### src/design/ombag_pkg.sv
// ----------------------------------------------------------------------------
// ombag_pkg
// Shared types and opcodes of the insertion-ordered multiset.
// ----------------------------------------------------------------------------
package ombag_pkg;

  localparam logic [2:0] OP_VALUE     = 3'd0;
  localparam logic [2:0] OP_SET_FLAG  = 3'd1;
  localparam logic [2:0] OP_VALUE_FLG = 3'd2;
  localparam logic [2:0] OP_DUMP      = 3'd3;
  localparam logic [2:0] OP_CUT       = 3'd4;
  localparam logic [2:0] OP_LENGTH    = 3'd5;
  localparam logic [2:0] OP_CLEAR     = 3'd6;

  localparam logic [1:0] REG_ALLOW_DUP = 2'd0;

  localparam int unsigned DataW = 32;

  typedef struct packed {
    logic [2:0]              opcode;
    logic signed [DataW-1:0] value;
    logic                    flag;
  } cmd_t;

  typedef struct packed {
    logic signed [DataW-1:0] result_value;
    logic                    last;
  } res_t;

endpackage

### src/design/ombag_mem.sv
// ----------------------------------------------------------------------------
// ombag_mem
// Entry store: one write port, one read port, registered read data.
// ----------------------------------------------------------------------------
module ombag_mem
  import ombag_pkg::*;
#(
  parameter int unsigned DEPTH = 64,
  parameter int unsigned AW    = 6
) (
  input  logic             clk_i,
  input  logic             we_i,
  input  logic [AW-1:0]    waddr_i,
  input  logic [DataW-1:0] wdata_i,
  input  logic [AW-1:0]    raddr_i,
  output logic [DataW-1:0] rdata_o
);

  logic [DataW-1:0] mem_q [DEPTH];

  always_ff @(posedge clk_i) begin
    if (we_i) begin
      mem_q[waddr_i] <= wdata_i;
    end
    rdata_o <= mem_q[raddr_i];
  end

endmodule

### src/design/ombag_ctrl.sv
// ----------------------------------------------------------------------------
// ombag_ctrl
// Sequencer: runs search, gap close, dump and cut over the entry store.
// ----------------------------------------------------------------------------
module ombag_ctrl
  import ombag_pkg::*;
#(
  parameter int unsigned CAPACITY = 64,
  parameter int unsigned AW       = 6,
  parameter int unsigned CW       = 7
) (
  input  logic             clk_i,
  input  logic             rst_ni,
  input  logic             start,
  output logic             busy,
  input  cmd_t             cmd_i,
  input  logic             allow_dup_i,
  output logic             result_strobe_o,
  output res_t             res_o,
  output logic             we_o,
  output logic [AW-1:0]    waddr_o,
  output logic [DataW-1:0] wdata_o,
  output logic [AW-1:0]    raddr_o,
  input  logic [DataW-1:0] rdata_i
);

  typedef enum logic [5:0] {
    ST_IDLE  = 6'b000001,
    ST_SCNUP = 6'b000010,
    ST_SCNDN = 6'b000100,
    ST_SHIFT = 6'b001000,
    ST_CUT   = 6'b010000,
    ST_DUMP  = 6'b100000
  } state_e;

  localparam logic [CW-1:0] CapC = CW'(CAPACITY);

  state_e           state_q, state_d;
  logic [CW-1:0]    count_q, count_d;
  logic             mode_q, mode_d;
  logic             pend_q, pend_d;
  logic             strobe_q, strobe_d;
  logic [CW-1:0]    ptr_q, ptr_d;
  logic [AW-1:0]    rd_addr_q, rd_addr_d;
  logic [DataW-1:0] val_q, val_d;
  res_t             res_q, res_d;

  logic [CW-1:0]    ptr_dec;
  logic             match;
  logic             eff_mode;

  assign ptr_dec  = ptr_q - 1'b1;
  assign match    = pend_q && (rdata_i == val_q);
  assign eff_mode = (cmd_i.opcode == OP_VALUE_FLG) ? cmd_i.flag : mode_q;

  always_comb begin
    state_d   = state_q;
    count_d   = count_q;
    mode_d    = mode_q;
    pend_d    = 1'b0;
    strobe_d  = 1'b0;
    ptr_d     = ptr_q;
    rd_addr_d = rd_addr_q;
    val_d     = val_q;
    res_d     = '{result_value: rdata_i, last: 1'b0};
    we_o      = 1'b0;
    waddr_o   = count_q[AW-1:0];
    wdata_o   = val_q;
    raddr_o   = '0;
    unique case (state_q)
      ST_IDLE: begin
        if (start) begin
          unique case (cmd_i.opcode)
            OP_VALUE, OP_VALUE_FLG: begin
              if (cmd_i.opcode == OP_VALUE_FLG) begin
                mode_d = cmd_i.flag;
              end
              val_d = cmd_i.value;
              if (eff_mode) begin
                if (allow_dup_i) begin
                  if (count_q < CapC) begin
                    we_o    = 1'b1;
                    wdata_o = cmd_i.value;
                    count_d = count_q + 1'b1;
                  end
                end else begin
                  ptr_d   = '0;
                  state_d = ST_SCNUP;
                end
              end else begin
                ptr_d   = count_q;
                state_d = ST_SCNDN;
              end
            end
            OP_SET_FLAG: mode_d = cmd_i.flag;
            OP_DUMP: begin
              if (count_q != '0) begin
                ptr_d   = count_q;
                state_d = ST_DUMP;
              end
            end
            OP_CUT: begin
              if (count_q != '0) begin
                raddr_o = '0;
                state_d = ST_CUT;
              end
            end
            OP_LENGTH: begin
              strobe_d = 1'b1;
              res_d    = '{result_value: {{(DataW-CW){1'b0}}, count_q}, last: 1'b1};
            end
            OP_CLEAR: count_d = '0;
            default: ;
          endcase
        end
      end
      ST_SCNUP: begin
        if (match) begin
          state_d = ST_IDLE;
        end else if (ptr_q == count_q) begin
          state_d = ST_IDLE;
          if (count_q < CapC) begin
            we_o    = 1'b1;
            count_d = count_q + 1'b1;
          end
        end else begin
          raddr_o   = ptr_q[AW-1:0];
          rd_addr_d = ptr_q[AW-1:0];
          pend_d    = 1'b1;
          ptr_d     = ptr_q + 1'b1;
        end
      end
      ST_SCNDN: begin
        if (match) begin
          ptr_d   = CW'(rd_addr_q) + 1'b1;
          state_d = ST_SHIFT;
        end else if (ptr_q == '0) begin
          state_d = ST_IDLE;
        end else begin
          raddr_o   = ptr_dec[AW-1:0];
          rd_addr_d = ptr_dec[AW-1:0];
          pend_d    = 1'b1;
          ptr_d     = ptr_dec;
        end
      end
      ST_CUT: begin
        strobe_d = 1'b1;
        res_d    = '{result_value: rdata_i, last: 1'b1};
        ptr_d    = CW'(1);
        state_d  = ST_SHIFT;
      end
      ST_SHIFT: begin
        if (pend_q) begin
          we_o    = 1'b1;
          waddr_o = rd_addr_q - 1'b1;
          wdata_o = rdata_i;
        end
        if (ptr_q < count_q) begin
          raddr_o   = ptr_q[AW-1:0];
          rd_addr_d = ptr_q[AW-1:0];
          pend_d    = 1'b1;
          ptr_d     = ptr_q + 1'b1;
        end else if (!pend_q) begin
          count_d = count_q - 1'b1;
          state_d = ST_IDLE;
        end
      end
      ST_DUMP: begin
        if (pend_q) begin
          strobe_d = 1'b1;
          res_d    = '{result_value: rdata_i, last: (rd_addr_q == '0)};
        end
        if (pend_q && rd_addr_q == '0) begin
          state_d = ST_IDLE;
        end else if (ptr_q != '0) begin
          raddr_o   = ptr_dec[AW-1:0];
          rd_addr_d = ptr_dec[AW-1:0];
          pend_d    = 1'b1;
          ptr_d     = ptr_dec;
        end
      end
      default: state_d = ST_IDLE;
    endcase
  end

  always_ff @(posedge clk_i or negedge rst_ni) begin
    if (!rst_ni) begin
      state_q  <= ST_IDLE;
      count_q  <= '0;
      mode_q   <= 1'b0;
      pend_q   <= 1'b0;
      strobe_q <= 1'b0;
    end else begin
      state_q  <= state_d;
      count_q  <= count_d;
      mode_q   <= mode_d;
      pend_q   <= pend_d;
      strobe_q <= strobe_d;
    end
  end

  always_ff @(posedge clk_i) begin
    ptr_q     <= ptr_d;
    rd_addr_q <= rd_addr_d;
    val_q     <= val_d;
    res_q     <= res_d;
  end

  assign busy            = (state_q != ST_IDLE);
  assign result_strobe_o = strobe_q;
  assign res_o           = res_q;

endmodule

### src/design/ordered_multiset_bag_top.sv
// ----------------------------------------------------------------------------
// ordered_multiset_bag_top
// Insertion-ordered multiset of 32-bit values with an APB config register.
// ----------------------------------------------------------------------------
// An item is taken when start is high and busy is low; busy then stays high
// until the operation is done. An add without duplicates reads each live
// entry through the single store read port, a remove searches from the
// newest entry and then moves one entry per cycle, and cut and dump also
// walk the live entries. Results come one per cycle on res_o, marked by
// result_strobe_o for a single cycle, the last of an item carrying last;
// they cannot be held off, so sample every strobe. Write allow_duplicates
// (byte address 0) only while busy is low.
module ordered_multiset_bag_top
  import ombag_pkg::*;
#(
  parameter int unsigned CAPACITY = 64
) (
  input  logic        clk_i,
  input  logic        rst_ni,
  input  logic        start,
  output logic        busy,
  input  cmd_t        cmd_i,
  output logic        result_strobe_o,
  output res_t        res_o,
  input  logic        psel,
  input  logic        penable,
  input  logic        pwrite,
  input  logic [1:0]  paddr,
  input  logic [31:0] pwdata,
  output logic [31:0] prdata,
  output logic        pready
);

  localparam int unsigned AW = (CAPACITY > 1) ? $clog2(CAPACITY) : 1;
  localparam int unsigned CW = $clog2(CAPACITY + 1);

  logic             allow_dup_q;
  logic             we;
  logic [AW-1:0]    waddr;
  logic [DataW-1:0] wdata;
  logic [AW-1:0]    raddr;
  logic [DataW-1:0] rdata;

  always_ff @(posedge clk_i or negedge rst_ni) begin
    if (!rst_ni) begin
      allow_dup_q <= 1'b0;
    end else if (psel && penable && pwrite) begin
      allow_dup_q <= pwdata[0];
    end
  end

  assign pready = 1'b1;
  assign prdata = (paddr == REG_ALLOW_DUP) ? {31'b0, allow_dup_q} : 32'b0;

  ombag_ctrl #(
    .CAPACITY(CAPACITY),
    .AW      (AW),
    .CW      (CW)
  ) u_ctrl (
    .clk_i          (clk_i),
    .rst_ni         (rst_ni),
    .start          (start),
    .busy           (busy),
    .cmd_i          (cmd_i),
    .allow_dup_i    (allow_dup_q),
    .result_strobe_o(result_strobe_o),
    .res_o          (res_o),
    .we_o           (we),
    .waddr_o        (waddr),
    .wdata_o        (wdata),
    .raddr_o        (raddr),
    .rdata_i        (rdata)
  );

  ombag_mem #(
    .DEPTH(CAPACITY),
    .AW   (AW)
  ) u_mem (
    .clk_i  (clk_i),
    .we_i   (we),
    .waddr_i(waddr),
    .wdata_i(wdata),
    .raddr_i(raddr),
    .rdata_o(rdata)
  );

endmodule
### config.mk
export PLATFORM = sky130hd
export DESIGN_NAME = ordered_multiset_bag_top
export DESIGN_NICKNAME = d
export VERILOG_FILES = /design/src/design/ombag_pkg.sv /design/src/design/ombag_mem.sv /design/src/design/ombag_ctrl.sv /design/src/design/ordered_multiset_bag_top.sv
export SDC_FILE = /design/constraint.sdc
export NUM_CORES = 2
export LEC_CHECK = 0
export BUFFER_PORTS_ARGS = -buffer_cell sky130_fd_sc_hd__buf_2
export CORE_MARGIN = 1
export CORE_UTILIZATION = 60
export CTS_BUF_LIST = sky130_fd_sc_hd__clkbuf_8
export DETAILED_ROUTE_END_ITERATION = 7
export HOLD_SLACK_MARGIN = 0.15
export PLACE_DENSITY_LB_ADDON = 0.1
export SKIP_CTS_REPAIR_TIMING = 1
export SLEW_MARGIN = 40
export SYNTH_ARGS = -nofsm -noshare
export SYNTH_HDL_FRONTEND = slang
export SYNTH_HIERARCHICAL = 1
export SYNTH_SLANG_ARGS = --single-unit
### constraint.sdc
create_clock -name clk_i -period 5.7 [get_ports clk_i]
set_input_delay 1.14 -clock clk_i [delete_from_list [all_inputs] [get_ports clk_i]]
set_output_delay 1.14 -clock clk_i [all_outputs]
set_load 0.05 [all_outputs]
==> load_flow_metrics.sql <==
INSERT INTO impl_metrics (metric_group, metric, value, unit) VALUES
('worst_hold_path', 'hold_path.class', 'in -> reg', ''),
('timing', 'worst_slew_pin_slew', '0.899', 'ns'),
('cts', 'htree_levels', '5', ''),
('finish', 'stdcell_count', '6779', ''),
('power_and_ir_drop', 'p_leak', '30.7', 'nW'),
('global_route', 'antenna_found_initial', '13', ''),
('placed_design', 'dpl.cell_count', '6160', ''),
('route', 'drt-total-wl', '220000', 'µm'),
('yosys', 'post-synth-top-area-cell', 'sky130_fd_sc_hd__edfxtp_1', ''),
('placed_design', 'hpwl', '132000', 'µm'),
('route', 'drc', '0', ''),
('setup_path', 'cp-end-kind', 'register', ''),
('route', 'highest-signal-layer', 'met5', ''),
('floorplan', 'die_height', '378', 'µm'),
('yosys', 'syn_area_per_cell', '20.4', 'µm²'),
('yosys', 'netlist-cell-type-count', '77', ''),
('timing', 'post-route-period-util', '91.2', '%'),
('timing', 'max_slew_margin', '40.1', '%'),
('outcome', 'outcome', 'complete, no violations', ''),
('route', 'met1Wirelength', '84700', 'µm'),
('placed_design', 'port-buffer-count', '80', ''),
('power_and_ir_drop', 'ir_drop', '0.323', 'mV'),
('cts', 'number_of_buffers_created_by_cts', '352', ''),
('yosys', 'postSynth.topFlopCell', 'sky130_fd_sc_hd__edfxtp_1', ''),
('floorplan', 'full_die_area', '143000', 'µm²'),
('timing', 'final.setup.tns', '0', 'ns'),
('timing', 'max_freq', '0.192', 'GHz'),
('route', 'dr_wl_met2', '101000', 'µm'),
('power_and_ir_drop', 'power.density_cell_area', '439', 'nW/µm²'),
('route', 'vias', '43900', ''),
('setup_path', 'crit_arrival', '6.07', 'ns'),
('cts', 'clock-sinks', '2175', ''),
('yosys', 'async_flop_share', '0.782', '%'),
('setup_path', 'regToRegStartpoint', 'u_ctrl/state_q[4]$_DFFE_PN0P_', ''),
('yosys', 'sequential_area_share_after_synthesis', '76.2', '%'),
('cts', 'clkLatencyLatePin', '1.07', 'ns'),
('setup_path', 'crit_type', 'reg -> reg', ''),
('timing', 'timing.final.setup_violations', '0', ''),
('finish', 'share_of_layout_cells_above_drive_strength_1', '28.0', '%'),
('global_route', 'wire_length_of_the_first_global_routing_pass', '310000', 'µm'),
('timing', 'hold_violations', '0', ''),
('worst_hold_path', 'worstHoldStart', 'cmd_i[8]', ''),
('cts', 'cts_buffer_depth', '4', ''),
('route', 'antenna_left', '0', ''),
('setup_path', 'critPathRequiredTime', '6.57', 'ns'),
('route', 'drt_pass1_iterations', '6', ''),
('job', 'cap_viol_max_count', '0', ''),
('floorplan', 'top_level_i_o_count', '144', ''),
('timing', 'timing.final.crit_period', '5.20', 'ns'),
('floorplan', 'core_box_area', '140000', 'µm²'),
('global_route', 'grt_use_total', '31.4', '%'),
('cts', 'clkTransAtPathRegs', '0.06', 'ns'),
('yosys', 'synth_top_cell_area_share', '74.1', '%'),
('cts', 'cts_tree', 'built', ''),
('placed_design', 'gp_congestion', '0.884', ''),
('route', 'wl_per_cell', '32.5', 'µm'),
('yosys', 'ys_ff_latch', '2175', ''),
('timing', 'fin_skew', '0.0879', 'ns'),
('yosys', 'cell_area_after_synthesis', '84800', 'µm²'),
('floorplan', 'initial_core_utilization', '60.6', '%'),
('yosys', 'synth_area_leaders', 'sky130_fd_sc_hd__edfxtp_1 (74%), sky130_fd_sc_hd__mux4_2 (12%), sky130_fd_sc_hd__mux2i_1 (2.2%)', ''),
('setup_path', 'setup.worst_path.start', 'u_ctrl/state_q[4]$_DFFE_PN0P_', ''),
('finish', 'area_delta_synth_final', '12.8', '%'),
('global_route', 'grt_start_max_net_pins', '73', ''),
('timing', 'unrepaired_setup_endpoints_after_global_routing', 'false', ''),
('yosys', 'ys.warnings.count', '6', ''),
('floorplan', 'dieWidth', '378', 'µm'),
('global_route', 'grt_pass1_vias', '43700', ''),
('route', 'number_of_drc_markers_in_iteration_0', '5348', ''),
('finish', 'fill_cells', '8975', ''),
('timing', 'hold_slack', '0.318', 'ns'),
('cts', 'clock_tree.root_cell', 'sky130_fd_sc_hd__clkbuf_8', ''),
('yosys', 'syn_inst', '4147', ''),
('yosys', 'synth_enable_flop_cells', '2093', ''),
('setup_path', 'worst-r2r-setup-slack', '0.50', 'ns'),
('route', 'route.met3.wl', '26600', 'µm'),
('route', 'vias_per_cell', '6.48', ''),
('global_route', 'grt_remaining_overflow', '0', ''),
('finish', 'layout.nets', '4730', ''),
('setup_path', 'critical_path.startpoint_type', 'register', ''),
('setup_path', 'timing.critical_path.fanout_max', '19', ''),
('timing', 'maxSlewViolCount', '0', ''),
('floorplan', 'placement_rows', '137', '');
flip-flops by register name, summed over array words and instances, names as in the netlist, 6 cells and up:
signal,cells
u_ctrl/count_q,7
u_ctrl/ptr_q,7
u_ctrl/rd_addr_q,6
u_ctrl/res_o,33
u_ctrl/state_q,6
u_ctrl/val_q,32
u_mem/mem_q,2048
u_mem/rdata_o,32
cells in the mapped netlist (17+ instances only):
| cell type | instances |
|---|---|
| sky130_fd_sc_hd__edfxtp_1 | 2093 |
| sky130_fd_sc_hd__mux4_2 | 446 |
| sky130_fd_sc_hd__mux2i_1 | 190 |
| sky130_fd_sc_hd__a22oi_1 | 161 |
| sky130_fd_sc_hd__nand2_1 | 135 |
| sky130_fd_sc_hd__nor2_1 | 121 |
| sky130_fd_sc_hd__clkbuf_1 | 102 |
| sky130_fd_sc_hd__nand3_1 | 66 |
| sky130_fd_sc_hd__dfxtp_1 | 65 |
| sky130_fd_sc_hd__buf_4 | 61 |
| sky130_fd_sc_hd__a21oi_1 | 59 |
| sky130_fd_sc_hd__o21ai_0 | 57 |
| sky130_fd_sc_hd__buf_2 | 56 |
| sky130_fd_sc_hd__o22ai_1 | 51 |
| sky130_fd_sc_hd__xnor2_1 | 35 |
| sky130_fd_sc_hd__and2_1 | 31 |
| sky130_fd_sc_hd__buf_6 | 31 |
| sky130_fd_sc_hd__a31oi_1 | 24 |
| sky130_fd_sc_hd__a211oi_1 | 22 |
| sky130_fd_sc_hd__xor2_1 | 21 |
| sky130_fd_sc_hd__inv_1 | 20 |
| sky130_fd_sc_hd__nor2b_1 | 19 |
| sky130_fd_sc_hd__nor3_1 | 17 |
per-stage QoR:
stage	setup WS [ns]	util (%)	power, mW	area (µm²)
final	0.500	68.4	42.0	95600
after global routing	0.274	68.4	43.5	95600
after CTS	0.530	68.3	42.2	95600
after detailed placement	0.559	63.9	30.2	89400
after global placement	0.291	63.8	30.1	89300
after floorplan	0.598	-	26.5	84900
placed cells by master, fill, tap and decap left out, types with 66 or more instances in the layout:
cell,synthesis,layout
sky130_fd_sc_hd__mux4_2,446,446
sky130_fd_sc_hd__nand2_1,135,103
sky130_fd_sc_hd__buf_4,61,256
sky130_fd_sc_hd__mux2i_1,190,190
sky130_fd_sc_hd__clkinv_1,0,76
sky130_fd_sc_hd__nand3_1,66,66
sky130_fd_sc_hd__clkbuf_8,0,375
sky130_fd_sc_hd__edfxtp_1,2093,2093
sky130_fd_sc_hd__a22oi_1,161,161
sky130_fd_sc_hd__buf_2,56,80
sky130_fd_sc_hd__inv_1,20,141
area by class of cell:
cell class	count	area [µm²]	share of cell area, %
timing repair buffer	376	3090	3.24
tap	1876	2350	2.45
multi-input combinational	1714	19300	20.2
sequential	2175	64600	67.5
clock inverter	235	1070	1.11
inverter	20	75.1	0.0785
clock buffer	375	5160	5.40
antenna	8	20.0	0.0209
per-layer routing:
layer | GRT usage [%] | up-vias
met3 | 9.67 | 334
met5 | 0 | -
met1 | 44.1 | 23000
li1 | - | 18200
met4 | 11.2 | 2
met2 | 47.1 | 2421
final timing paths:
kind / to / cells past startpoint
max: u_mem/rdata_o[1]$_DFF_P_ / 16
min: u_ctrl/val_q[7]$_DFFE_PP_ / 1
max reg2reg: u_mem/rdata_o[1]$_DFF_P_ / 16
min reg2reg: u_ctrl/res_o[13]$_DFF_P_ / 1
max in group asynchronous: u_ctrl/state_q[0]$_DFFE_PN1P_ / 2
min in group asynchronous: u_ctrl/result_strobe_o$_DFF_PN0_ / 2
cell families after synthesis:
kind of cell               share of synthesized area (%)
and+or+nand+nor                                     2.73
muxes                                               14.1
adders and majority gates                          0.221
other                                            0.00886
DFF                                                 76.2
xor gates and xnor gates                           0.579
buffers and inverters                               2.03
AOI/OAI and AO/OA                                   4.12
worst max-delay path, stage by stage (launching register included):
cell and delay (ns):
sky130_fd_sc_hd__dfrtp_1 0.50, sky130_fd_sc_hd__nor4_4 0.50, sky130_fd_sc_hd__nand3b_1 0.27, sky130_fd_sc_hd__nor2_1 0.27
sky130_fd_sc_hd__a22o_1 0.43, sky130_fd_sc_hd__inv_1 0.15, sky130_fd_sc_hd__o22ai_4 0.67, sky130_fd_sc_hd__buf_12 0.27
sky130_fd_sc_hd__buf_12 0.18, sky130_fd_sc_hd__buf_12 0.15, sky130_fd_sc_hd__buf_12 0.17, sky130_fd_sc_hd__mux4_2 0.32
sky130_fd_sc_hd__a22oi_1 0.26, sky130_fd_sc_hd__nand3_1 0.31, sky130_fd_sc_hd__nand2_1 0.25, sky130_fd_sc_hd__buf_4 0.21
sky130_fd_sc_hd__a21oi_1 0.07
report_power, final:
group          switching (mW)  internal [mW]
sequential              0.410           18.1
clock                    5.84           6.25
combinational            6.61           4.81
total                    12.9           29.2
(Power assumes the default switching activity.)
